===== src/hdl/sapf_pkg.sv =====
package sapf_pkg;

  // Width of the bytes fields when the top level is not overridden.
  localparam int unsigned BYTES_WIDTH_DEF = 48;

  // Cooldown register and countdown timer.
  localparam int unsigned COOLDOWN_W = 20;
  localparam int unsigned COUNT_W    = 22;
  localparam logic [COOLDOWN_W-1:0] COOLDOWN_RESET = 20'd600;
  localparam logic [COUNT_W-1:0] COUNT_MIN = {1'b1, {(COUNT_W-1){1'b0}}};

  // Policy modes.
  localparam logic [1:0] MODE_DIET    = 2'd0;
  localparam logic [1:0] MODE_HUNGRY  = 2'd1;
  localparam logic [1:0] MODE_STEADY  = 2'd2;
  localparam logic [1:0] MODE_OVERFED = 2'd3;

  // Actions reported with each result.
  localparam logic [1:0] ACT_NONE  = 2'd0;
  localparam logic [1:0] ACT_ALLOC = 2'd1;
  localparam logic [1:0] ACT_FREE  = 2'd2;

  // Request kinds.
  localparam logic REQ_EVALUATE = 1'b0;
  localparam logic REQ_DIET     = 1'b1;

  // Control bits of one item handed to the policy unit.
  typedef struct packed {
    logic req_type;
    logic alloc_succeeds;
  } item_ctrl_t;

  // Control part of one result from the policy unit.
  typedef struct packed {
    logic [1:0] action;
    logic [1:0] mode;
  } result_ctrl_t;

endpackage


===== src/hdl/sapf_policy.sv =====
module sapf_policy #(
  parameter int unsigned BYTES_WIDTH = sapf_pkg::BYTES_WIDTH_DEF
) (
  input  logic                                clk_i,
  input  logic                                rst_ni,
  input  logic                                cfg_we_i,
  input  logic [sapf_pkg::COOLDOWN_W-1:0]     cfg_data_i,
  input  logic                                step_i,
  input  sapf_pkg::item_ctrl_t                ctrl_i,
  input  logic signed [BYTES_WIDTH-1:0]       req_bytes_i,
  output sapf_pkg::result_ctrl_t              res_o,
  output logic [BYTES_WIDTH-1:0]              res_bytes_o
);

  localparam int unsigned CW = sapf_pkg::COUNT_W;

  logic [sapf_pkg::COOLDOWN_W-1:0] cooldown_q;
  logic [1:0]                      mode_q, mode_d;
  logic signed [CW-1:0]            cnt_q, cnt_d;
  logic                            pend_q, pend_d;

  logic                 neg, pos, timeout;
  logic [BYTES_WIDTH-1:0] mag_neg;
  logic signed [CW-1:0] cnt_dec, reload;

  // Decode of the signed requirement.
  assign neg     = req_bytes_i[BYTES_WIDTH-1];
  assign pos     = !neg && (|req_bytes_i);
  assign mag_neg = BYTES_WIDTH'(~req_bytes_i) + BYTES_WIDTH'(1);

  // Timer tick saturates at the most negative count.
  assign reload  = {{(CW-sapf_pkg::COOLDOWN_W){1'b0}}, cooldown_q};
  assign cnt_dec = (cnt_q != sapf_pkg::COUNT_MIN) ? cnt_q - CW'(1) : cnt_q;
  assign timeout = cnt_dec[CW-1] || (cnt_dec == '0);

  // Next state and result for the item at the policy input.
  always_comb begin
    mode_d      = mode_q;
    cnt_d       = cnt_q;
    pend_d      = pend_q;
    res_o.action = sapf_pkg::ACT_NONE;
    res_bytes_o = '0;
    if (ctrl_i.req_type == sapf_pkg::REQ_DIET) begin
      pend_d = 1'b1;
    end else if (pend_q) begin
      pend_d = 1'b0;
      mode_d = sapf_pkg::MODE_DIET;
      cnt_d  = reload;
    end else begin
      cnt_d = cnt_dec;
      priority if (pos && mode_q != sapf_pkg::MODE_DIET) begin
        if (ctrl_i.alloc_succeeds) begin
          res_o.action = sapf_pkg::ACT_ALLOC;
          res_bytes_o  = req_bytes_i;
          mode_d       = sapf_pkg::MODE_HUNGRY;
          cnt_d        = reload;
        end
      end else if (timeout) begin
        if (mode_q == sapf_pkg::MODE_OVERFED) begin
          res_o.action = sapf_pkg::ACT_FREE;
          res_bytes_o  = neg ? mag_neg : '0;
        end
        mode_d = sapf_pkg::MODE_STEADY;
        cnt_d  = reload;
      end else if (mode_q == sapf_pkg::MODE_DIET) begin
        if (neg) begin
          res_o.action = sapf_pkg::ACT_FREE;
          res_bytes_o  = mag_neg;
        end
      end else if (mode_q == sapf_pkg::MODE_STEADY) begin
        if (neg) begin
          mode_d = sapf_pkg::MODE_OVERFED;
          cnt_d  = reload;
        end
      end else if (mode_q == sapf_pkg::MODE_OVERFED) begin
        if (!neg) begin
          mode_d = sapf_pkg::MODE_STEADY;
          cnt_d  = reload;
        end
      end else begin
        // Hungry without a shortage only lets the timer tick.
        mode_d = mode_q;
      end
    end
    res_o.mode = mode_d;
  end

  // Policy state; a cooldown write also reloads the timer.
  always_ff @(posedge clk_i or negedge rst_ni) begin
    if (!rst_ni) begin
      cooldown_q <= sapf_pkg::COOLDOWN_RESET;
      mode_q     <= sapf_pkg::MODE_HUNGRY;
      cnt_q      <= '0;
      pend_q     <= 1'b0;
    end else if (cfg_we_i) begin
      cooldown_q <= cfg_data_i;
      cnt_q      <= {{(CW-sapf_pkg::COOLDOWN_W){1'b0}}, cfg_data_i};
    end else if (step_i) begin
      mode_q <= mode_d;
      cnt_q  <= cnt_d;
      pend_q <= pend_d;
    end
  end

endmodule


===== src/hdl/swap_allocation_policy_fsm.sv =====
// Channel    Direction  Handshake                    Contents
// s_axis     in         s_axis_tvalid/s_axis_tready  request item
// m_axis     out        m_axis_tvalid/m_axis_tready  action, bytes and mode
// cfg        in         cfg_valid_i/cfg_ready_o      cooldown_ticks
//
// An item passes through the input register and then the result register.
// One item per cycle is sustained while the result register is not stalled.
// The policy state updates when an item passes from the input to the result register.
// A stalled result holds the input register; a new item enters as soon as it frees.
// A cooldown write waits while an item sits in the input register.
// Reset puts the policy in hungry with the timer at zero and cooldown at 600.
module swap_allocation_policy_fsm #(
  parameter int unsigned BYTES_WIDTH = sapf_pkg::BYTES_WIDTH_DEF
) (
  input  logic                     clk_i,
  input  logic                     rst_ni,
  input  logic                     s_axis_tvalid,
  output logic                     s_axis_tready,
  // Bits from 0: required_bytes, alloc_succeeds, zero fill.
  input  logic [((BYTES_WIDTH+1+7)/8)*8-1:0] s_axis_tdata,
  // Bit 0: req_type.
  input  logic                     s_axis_tuser,
  output logic                     m_axis_tvalid,
  input  logic                     m_axis_tready,
  // Bits from 0: action_bytes, mode, zero fill.
  output logic [((BYTES_WIDTH+2+7)/8)*8-1:0] m_axis_tdata,
  // Bits from 0: action.
  output logic [1:0]               m_axis_tuser,
  input  logic                     cfg_valid_i,
  output logic                     cfg_ready_o,
  input  logic [sapf_pkg::COOLDOWN_W-1:0] cfg_data_i
);

  logic                          in_valid_q;
  sapf_pkg::item_ctrl_t          in_ctrl_q;
  logic signed [BYTES_WIDTH-1:0] in_bytes_q;
  logic                          out_valid_q;
  sapf_pkg::result_ctrl_t        out_ctrl_q, res_ctrl;
  logic [BYTES_WIDTH-1:0]        out_bytes_q, res_bytes;
  logic                          advance;

  // An item moves on when the result register is free or being emptied.
  assign advance       = in_valid_q && (!out_valid_q || m_axis_tready);
  assign s_axis_tready = !in_valid_q || advance;
  // A cooldown write never meets a policy step in the same cycle.
  assign cfg_ready_o   = !in_valid_q;

  // Input register.
  always_ff @(posedge clk_i or negedge rst_ni) begin
    if (!rst_ni) begin
      in_valid_q <= 1'b0;
    end else if (s_axis_tready) begin
      in_valid_q <= s_axis_tvalid;
    end
  end

  always_ff @(posedge clk_i) begin
    if (s_axis_tvalid && s_axis_tready) begin
      in_ctrl_q.req_type       <= s_axis_tuser;
      in_ctrl_q.alloc_succeeds <= s_axis_tdata[BYTES_WIDTH];
      in_bytes_q               <= s_axis_tdata[BYTES_WIDTH-1:0];
    end
  end

  sapf_policy #(
    .BYTES_WIDTH(BYTES_WIDTH)
  ) u_policy (
    .clk_i       (clk_i),
    .rst_ni      (rst_ni),
    .cfg_we_i    (cfg_valid_i && cfg_ready_o),
    .cfg_data_i  (cfg_data_i),
    .step_i      (advance),
    .ctrl_i      (in_ctrl_q),
    .req_bytes_i (in_bytes_q),
    .res_o       (res_ctrl),
    .res_bytes_o (res_bytes)
  );

  // Result register.
  always_ff @(posedge clk_i or negedge rst_ni) begin
    if (!rst_ni) begin
      out_valid_q <= 1'b0;
    end else if (!out_valid_q || m_axis_tready) begin
      out_valid_q <= in_valid_q;
    end
  end

  always_ff @(posedge clk_i) begin
    if (advance) begin
      out_ctrl_q  <= res_ctrl;
      out_bytes_q <= res_bytes;
    end
  end

  // Output packing.
  always_comb begin
    m_axis_tdata = '0;
    m_axis_tdata[BYTES_WIDTH-1:0]           = out_bytes_q;
    m_axis_tdata[BYTES_WIDTH+1:BYTES_WIDTH] = out_ctrl_q.mode;
  end
  assign m_axis_tvalid = out_valid_q;
  assign m_axis_tuser  = out_ctrl_q.action;

`ifndef NO_ASSERTIONS
  // A result with no action carries no bytes.
  a_none_zero: assert property (@(posedge clk_i) disable iff (!rst_ni)
    (m_axis_tvalid && m_axis_tuser == sapf_pkg::ACT_NONE)
      |-> (m_axis_tdata[BYTES_WIDTH-1:0] == '0))
    else $error("action none with nonzero bytes");

  // A granted allocation always lands in hungry.
  a_alloc_hungry: assert property (@(posedge clk_i) disable iff (!rst_ni)
    (m_axis_tvalid && m_axis_tuser == sapf_pkg::ACT_ALLOC)
      |-> (out_ctrl_q.mode == sapf_pkg::MODE_HUNGRY))
    else $error("allocate outside hungry");

  // Frees only happen while dieting or when overfed times out to steady.
  a_free_mode: assert property (@(posedge clk_i) disable iff (!rst_ni)
    (m_axis_tvalid && m_axis_tuser == sapf_pkg::ACT_FREE)
      |-> (out_ctrl_q.mode == sapf_pkg::MODE_DIET ||
           out_ctrl_q.mode == sapf_pkg::MODE_STEADY))
    else $error("free in unexpected mode");

  // An item held in the input register is not dropped while blocked.
  a_in_hold: assert property (@(posedge clk_i) disable iff (!rst_ni)
    (in_valid_q && !advance) |=> in_valid_q)
    else $error("input item lost while stalled");
`endif

endmodule


===== config.mk =====
export PLATFORM = sky130hd
export DESIGN_NAME = swap_allocation_policy_fsm
export DESIGN_NICKNAME = d
export VERILOG_FILES = /design/src/hdl/sapf_pkg.sv /design/src/hdl/sapf_policy.sv /design/src/hdl/swap_allocation_policy_fsm.sv
export SDC_FILE = /design/constraint.sdc
export NUM_CORES = 1
export LEC_CHECK = 0
export BUFFER_PORTS_ARGS = -buffer_cell sky130_fd_sc_hd__buf_4
export CAP_MARGIN = 15
export CORE_MARGIN = 10
export CORE_UTILIZATION = 45
export CTS_BUF_LIST = sky130_fd_sc_hd__clkbuf_8
export DETAILED_ROUTE_END_ITERATION = 12
export PLACE_DENSITY = 0.66
export SYNTH_ARGS = -nofsm -noshare
export SYNTH_HDL_FRONTEND = slang
export SYNTH_SLANG_ARGS = --single-unit

===== constraint.sdc =====
create_clock -name clk_i -period 3.6 [get_ports clk_i]
set_input_delay 0.72 -clock clk_i [delete_from_list [all_inputs] [get_ports clk_i]]
set_output_delay 0.72 -clock clk_i [all_outputs]
set_load 0.01 [all_outputs]

Word-level counts from Yosys, hierarchy flattened
Index checks and enable logic that the tools add are counted.
- bits of input ports: 82
- logic and storage cells: 75
- bits in registers: 149
- output and inout port bits: 61
- reduce and logical (&&, ||, !) cells: 19
- equal/unequal tests: 4
- $add $sub $neg: 2
- bitwise logic cells: 2
- mux-type cells: 36
- operators with widths (cell ; count):
    $mux 48 ; 6
    $mux 22 ; 13
    $add 48x2->48 const B ; 1
    $not 48->48 ; 1
    $reduce_or 48->1 ; 1
    $mux 2 ; 15
    $logic_not 22->1 ; 1
    $ne 22x22->1 const B ; 1
    $sub 22x2->22 const B ; 1
    $logic_and 1x1->1 ; 5
    $eq 2x2->1 const B ; 2
    $reduce_and 2->1 ; 2
    $reduce_bool 2->1 ; 2
    $logic_not 1->1 ; 3
    $logic_or 1x1->1 ; 3
    $logic_not 2->1 ; 1
    $mux 1 ; 2
    $ne 2x1->1 const B ; 1
    $reduce_or 2->1 ; 1
    $not 1->1 ; 1

Logic depth before layout (Yosys ltp)
- depth in word-level cells: 12
- depth in mapped cells: 15

Cells and area by module
Synthesis repeated with hierarchy kept, for this count alone.
- cells, all modules: 843
- area total of the unflattened synthesis: 8355.5 sq um
- modules (own cells, without submodules) (module ; area an instance (sq um) ; times used ; cells each):
    sapf_policy ; 5131.2 ; 1 ; 724
    swap_allocation_policy_fsm ; 3224.3 ; 1 ; 119

Worst setup path after synthesis
No wires, ideal clock.
- kind: reg-to-reg
- start: register u_policy.cnt_q[0]
- end: register out_bytes_q[25], data pin
- stages on the path, launching flop included: 16
- path buffers: 4
- required time: 3.337 ns
- data arrival time: 3.343 ns
- period minus slack after synthesis: 3.606 ns
- path slack: -0.006 ns
- cell sequence: dfrtp_1 clkbuf_1 inv_1 ha_1 or3b_2 or4_1 nor2_1 xor2_1 or4_1 o31a_1 buf_2 mux2i_4 buf_6 buf_6 a21oi_1 a21oi_1
- cells in the longest elaborated chain, start to end: 6
- elaborated cells on any way between the ends: 7
- classes of those cells: add/sub (1); eq/ne (1); mux (3); reduce/logical (2)
- ends and longest elaborated chain (element ; RTL line ; RTL):
    from (decl) ; sapf_policy.sv:19 ; logic signed [CW-1:0] cnt_q, cnt_d;
    from (signal assigned) ; sapf_policy.sv:97 ; cnt_q <= {{(CW-sapf_pkg::COOLDOWN_W){1'b0}}, cfg_data_i};
    from (signal assigned) ; sapf_policy.sv:100 ; cnt_q <= cnt_d;
    $sub 22x2->22 or $ne 22x22->1 (tied branches) ; sapf_policy.sv:33 ; assign cnt_dec = (cnt_q != sapf_pkg::COUNT_MIN) ? cnt_q - CW'(1) : cnt_q;
    $mux 22 (*) ; sapf_policy.sv:33 ;
    $logic_not 22->1 ; sapf_policy.sv:34 ; assign timeout = cnt_dec[CW-1] || (cnt_dec == '0);
    $logic_or 1x1->1 (*) ; sapf_policy.sv:34 ;
    $mux 48 (*) ; sapf_policy.sv:58 ; end else if (timeout) begin
    $mux 48 (*) ; sapf_policy.sv:51 ; priority if (pos && mode_q != sapf_pkg::MODE_DIET) begin
    to (signal assigned) ; swap_allocation_policy_fsm.sv:91 ; out_bytes_q <= res_bytes;
    to (decl) ; swap_allocation_policy_fsm.sv:39 ; logic [BYTES_WIDTH-1:0] out_bytes_q, res_bytes;
Mark *: on every way between the ends. The rest lies on a longest branch, timed or not.
A chain may end at the register's enable or synchronous reset.

Worst setup path in the final report
- start: register u_policy.cnt_q[4]
- end: register out_bytes_q[21], data pin
The elaborated chain is that of the path after synthesis.

==> results.sh <==
export IMPL_drt_initial_drc_count=428
export IMPL_synth_top_flop_cell="edfxtp_1"
export IMPL_initial_core_util=0.458
export IMPL_holdCritPathClass="in -> async"
export IMPL_finalSetupViolCount=0
export IMPL_layout_commonest_cell="buf_4"
export IMPL_skew_ns=0.0140
export IMPL_power_per_cell_area_mw_per_mm2=504
export IMPL_ys_seq_elements=149
export IMPL_clkTransAtPathRegs_ns=0.09
export IMPL_clock_latency_ns=0.47
export IMPL_path_common_cell="or4_4"
export IMPL_clockBufferDepth=2
export IMPL_crit_chain="or4_4, or4_4, nor2_4, xor2_1, or4_4, o31a_4, mux2i_4, buf_6, buf_12, a31oi_2, a21oi_1"
export IMPL_holdWs_ns=0.264
export IMPL_route_detailed_drc=0
export IMPL_vias_per_cell=5.64
export IMPL_area_growth_pct=30.8
export IMPL_synthMuxAreaShare=0.0208
export IMPL_cts_num_sinks=149
export IMPL_dp_hpwl_um=16300
export IMPL_cellLeakagePower_nw=4.06
export IMPL_hold_viol=0
export IMPL_dp_cells=1179
export IMPL_insertedDiodeCount=0
export IMPL_gp_congestion=0.898
export IMPL_rsz0062_at_grt="yes"
export IMPL_synth_edf_count=102
export IMPL_die_w_um=153
export IMPL_htree_levels=4
export IMPL_yosys_area_top_type="edfxtp_1"
export IMPL_synth_fa_ha_area_frac=0.00473
export IMPL_rows=48
export IMPL_track_usage=0.189
export IMPL_synth_compound_area_share=0.181
export IMPL_crit_slowest_cell="or4_4"
export IMPL_io_buffer_count=129
export IMPL_cts_root_buf="clkbuf_8"
export IMPL_detailedPlace_worstSlack_ns=-0.156
export IMPL_peakVddDrop_mv=0.303
export IMPL_numCtsBuffers=17
export IMPL_tightestPinTransition_ns=1.07
export IMPL_drive_gt1_frac=0.323
export IMPL_tns_ns=0
export IMPL_fin_cells=1220
export IMPL_fin_crit_sh=0.985
export IMPL_overflow=0
export IMPL_slew_viol_final=0
export IMPL_grt_pass1_wl_um=36200
export IMPL_synth_area_leaders="edfxtp_1 39%, dfrtp_1 13%, a21oi_1 7.1%"
export IMPL_syn_area_mm2=0.00793
export IMPL_core_area_mm2=0.0173
export IMPL_dieArea_mm2=0.0233
export IMPL_synth_top_cell_area_share=0.386
export IMPL_maxCapViolations=0
export IMPL_nets=1067
export IMPL_end_kind="register"
export IMPL_crit_family="simple AND/OR/NAND/NOR gates"
export IMPL_vias=6882
export IMPL_ys_types=69
export IMPL_wl_per_cell_um=18.5
export IMPL_period_needed_ns=3.55
export IMPL_synth_xor_area_frac=0.0166
export IMPL_synth_cells=780
export IMPL_pin_count=143
export IMPL_max_freq_mhz=282
export IMPL_reg2reg_slack_ns=0.05
export IMPL_wirelength_um=22600
export IMPL_path_buf_inv=2
export IMPL_die_y_um=153
export IMPL_required_ns=3.83
export IMPL_worst_slack_ns=0.0522
export IMPL_startpoint_type="register"
export IMPL_synth_async_sr_flop_share=0.315
export IMPL_ant_nets=0
export IMPL_synth_warnings=0
export IMPL_status="finished clean"
export IMPL_crit_arrival_ns=3.77
export IMPL_critPathMaxFanout=22
export IMPL_rr_startpoint="u_policy.cnt_q[4]"
export IMPL_critPathKind="reg -> reg"
export IMPL_drtPass1Iterations=5
export IMPL_synth_top_family_by_area="simple AND/OR/NAND/NOR gates"
export IMPL_most_common_layout_cells="211 x buf_4, 108 x a21oi_1, 102 x edfxtp_1, 88 x nand2_1, 47 x nor2_1"
export IMPL_antenna_found_initial=0
export IMPL_critical_path_startpoint="u_policy.cnt_q[4]"
export IMPL_grt_pass1_vias=6804
export IMPL_grt_max_degree=48
export IMPL_slowest_delay_ns=0.58
export IMPL_avgSynthCellArea_um2=10.2
export IMPL_cts_tree="built"
export IMPL_synth_simple_area_share=0.199
export IMPL_yosysSeqAreaShare=0.536
export IMPL_max_slew_margin=0.286
## cells by family after synthesis
kind of cell	count (synthesis)
multiplexers	15
buffers and inverters	70
flip-flops	149
adder cells (fa/ha/maj)	3
other	1
AND/OR/NAND/NOR	293
AO/OA/AOI/OAI	234
XOR/XNOR	15
## synth_stat cells (all sizes together) (5+ instances only)
cell,number
a211oi,11
or2,11
nand3,15
a31oi,17
nor3,23
nor2b,5
clkbuf,26
dfrtp,42
a22oi,5
nor2,52
or3,34
nor4,20
xor2,8
nand2,88
a22o,5
buf,19
o21a,5
inv,25
or4,21
o211ai,11
dfstp,5
a21oi,112
edfxtp,102
o31ai,7
nand2b,6
xnor2,7
nor4b,8
o21ai,31
mux2i,13
## sequential cells by signal (all words and copies together) (netlist names)
register             count
in_bytes_q              48
out_bytes_q             48
u_policy.cnt_q          22
u_policy.cooldown_q     20
in_ctrl_q                2
m_axis_tdata             2
m_axis_tuser             2
u_policy.mode_q          2
in_valid_q               1
m_axis_tvalid            1
u_policy.pend_q          1
## final timing paths
check,depth (start not counted),endpoint
hold reg to reg,2,u_policy.cooldown_q[3]
hold / removal,1,u_policy.cooldown_q[18]
setup / recovery,11,out_bytes_q[21]
min in group clk_i,1,in_bytes_q[42]
max in group asynchronous,1,u_policy.cnt_q[13]
setup reg to reg,11,out_bytes_q[21]
## per-stage QoR
step                      utilization  cell area [um^2]  total power, W
after global placement          0.560              9690         0.00375
final                           0.599             10400         0.00522
after floorplan                     -              7950         0.00311
after CTS                       0.590             10200         0.00520
after global routing            0.599             10400         0.00551
after detailed placement        0.560              9690         0.00378
## power breakdown
group	leakage, nW	switching (W)	internal (W)	total, W
registers	1.56	0.000217	0.00209	0.00231
logic	2.28	0.000803	0.000720	0.00152
clock network	0.214	0.000747	0.000649	0.00140
total	4.06	0.00177	0.00346	0.00522
## routing by layer
layer  share of wire  global-route usage
met4           0.016              0.0540
met3           0.053              0.0508
met1            0.43               0.237
met5               0                   0
met2            0.50               0.311
## layout make-up
type                            count  area (um^2)
Clock buffer                       17          234
Clock inverter                     15          185
Fill cell                        1487         6930
Inverter                           25         93.8
Multi-Input combinational cell    567         3550
Sequential cell                   149         4250
Tap cell                          225          282
Timing Repair Buffer              222         1770
## what timing repair did
item / in CTS / in global routing
hold buffers: 0 / 0
gates cloned: 2 / 1
setup endpoints to repair: 53 / 62
pin swaps: 7 / 4
gates resized for setup: 17 / 20
setup buffers: 2 / 4
(Power assumes the default switching activity.)
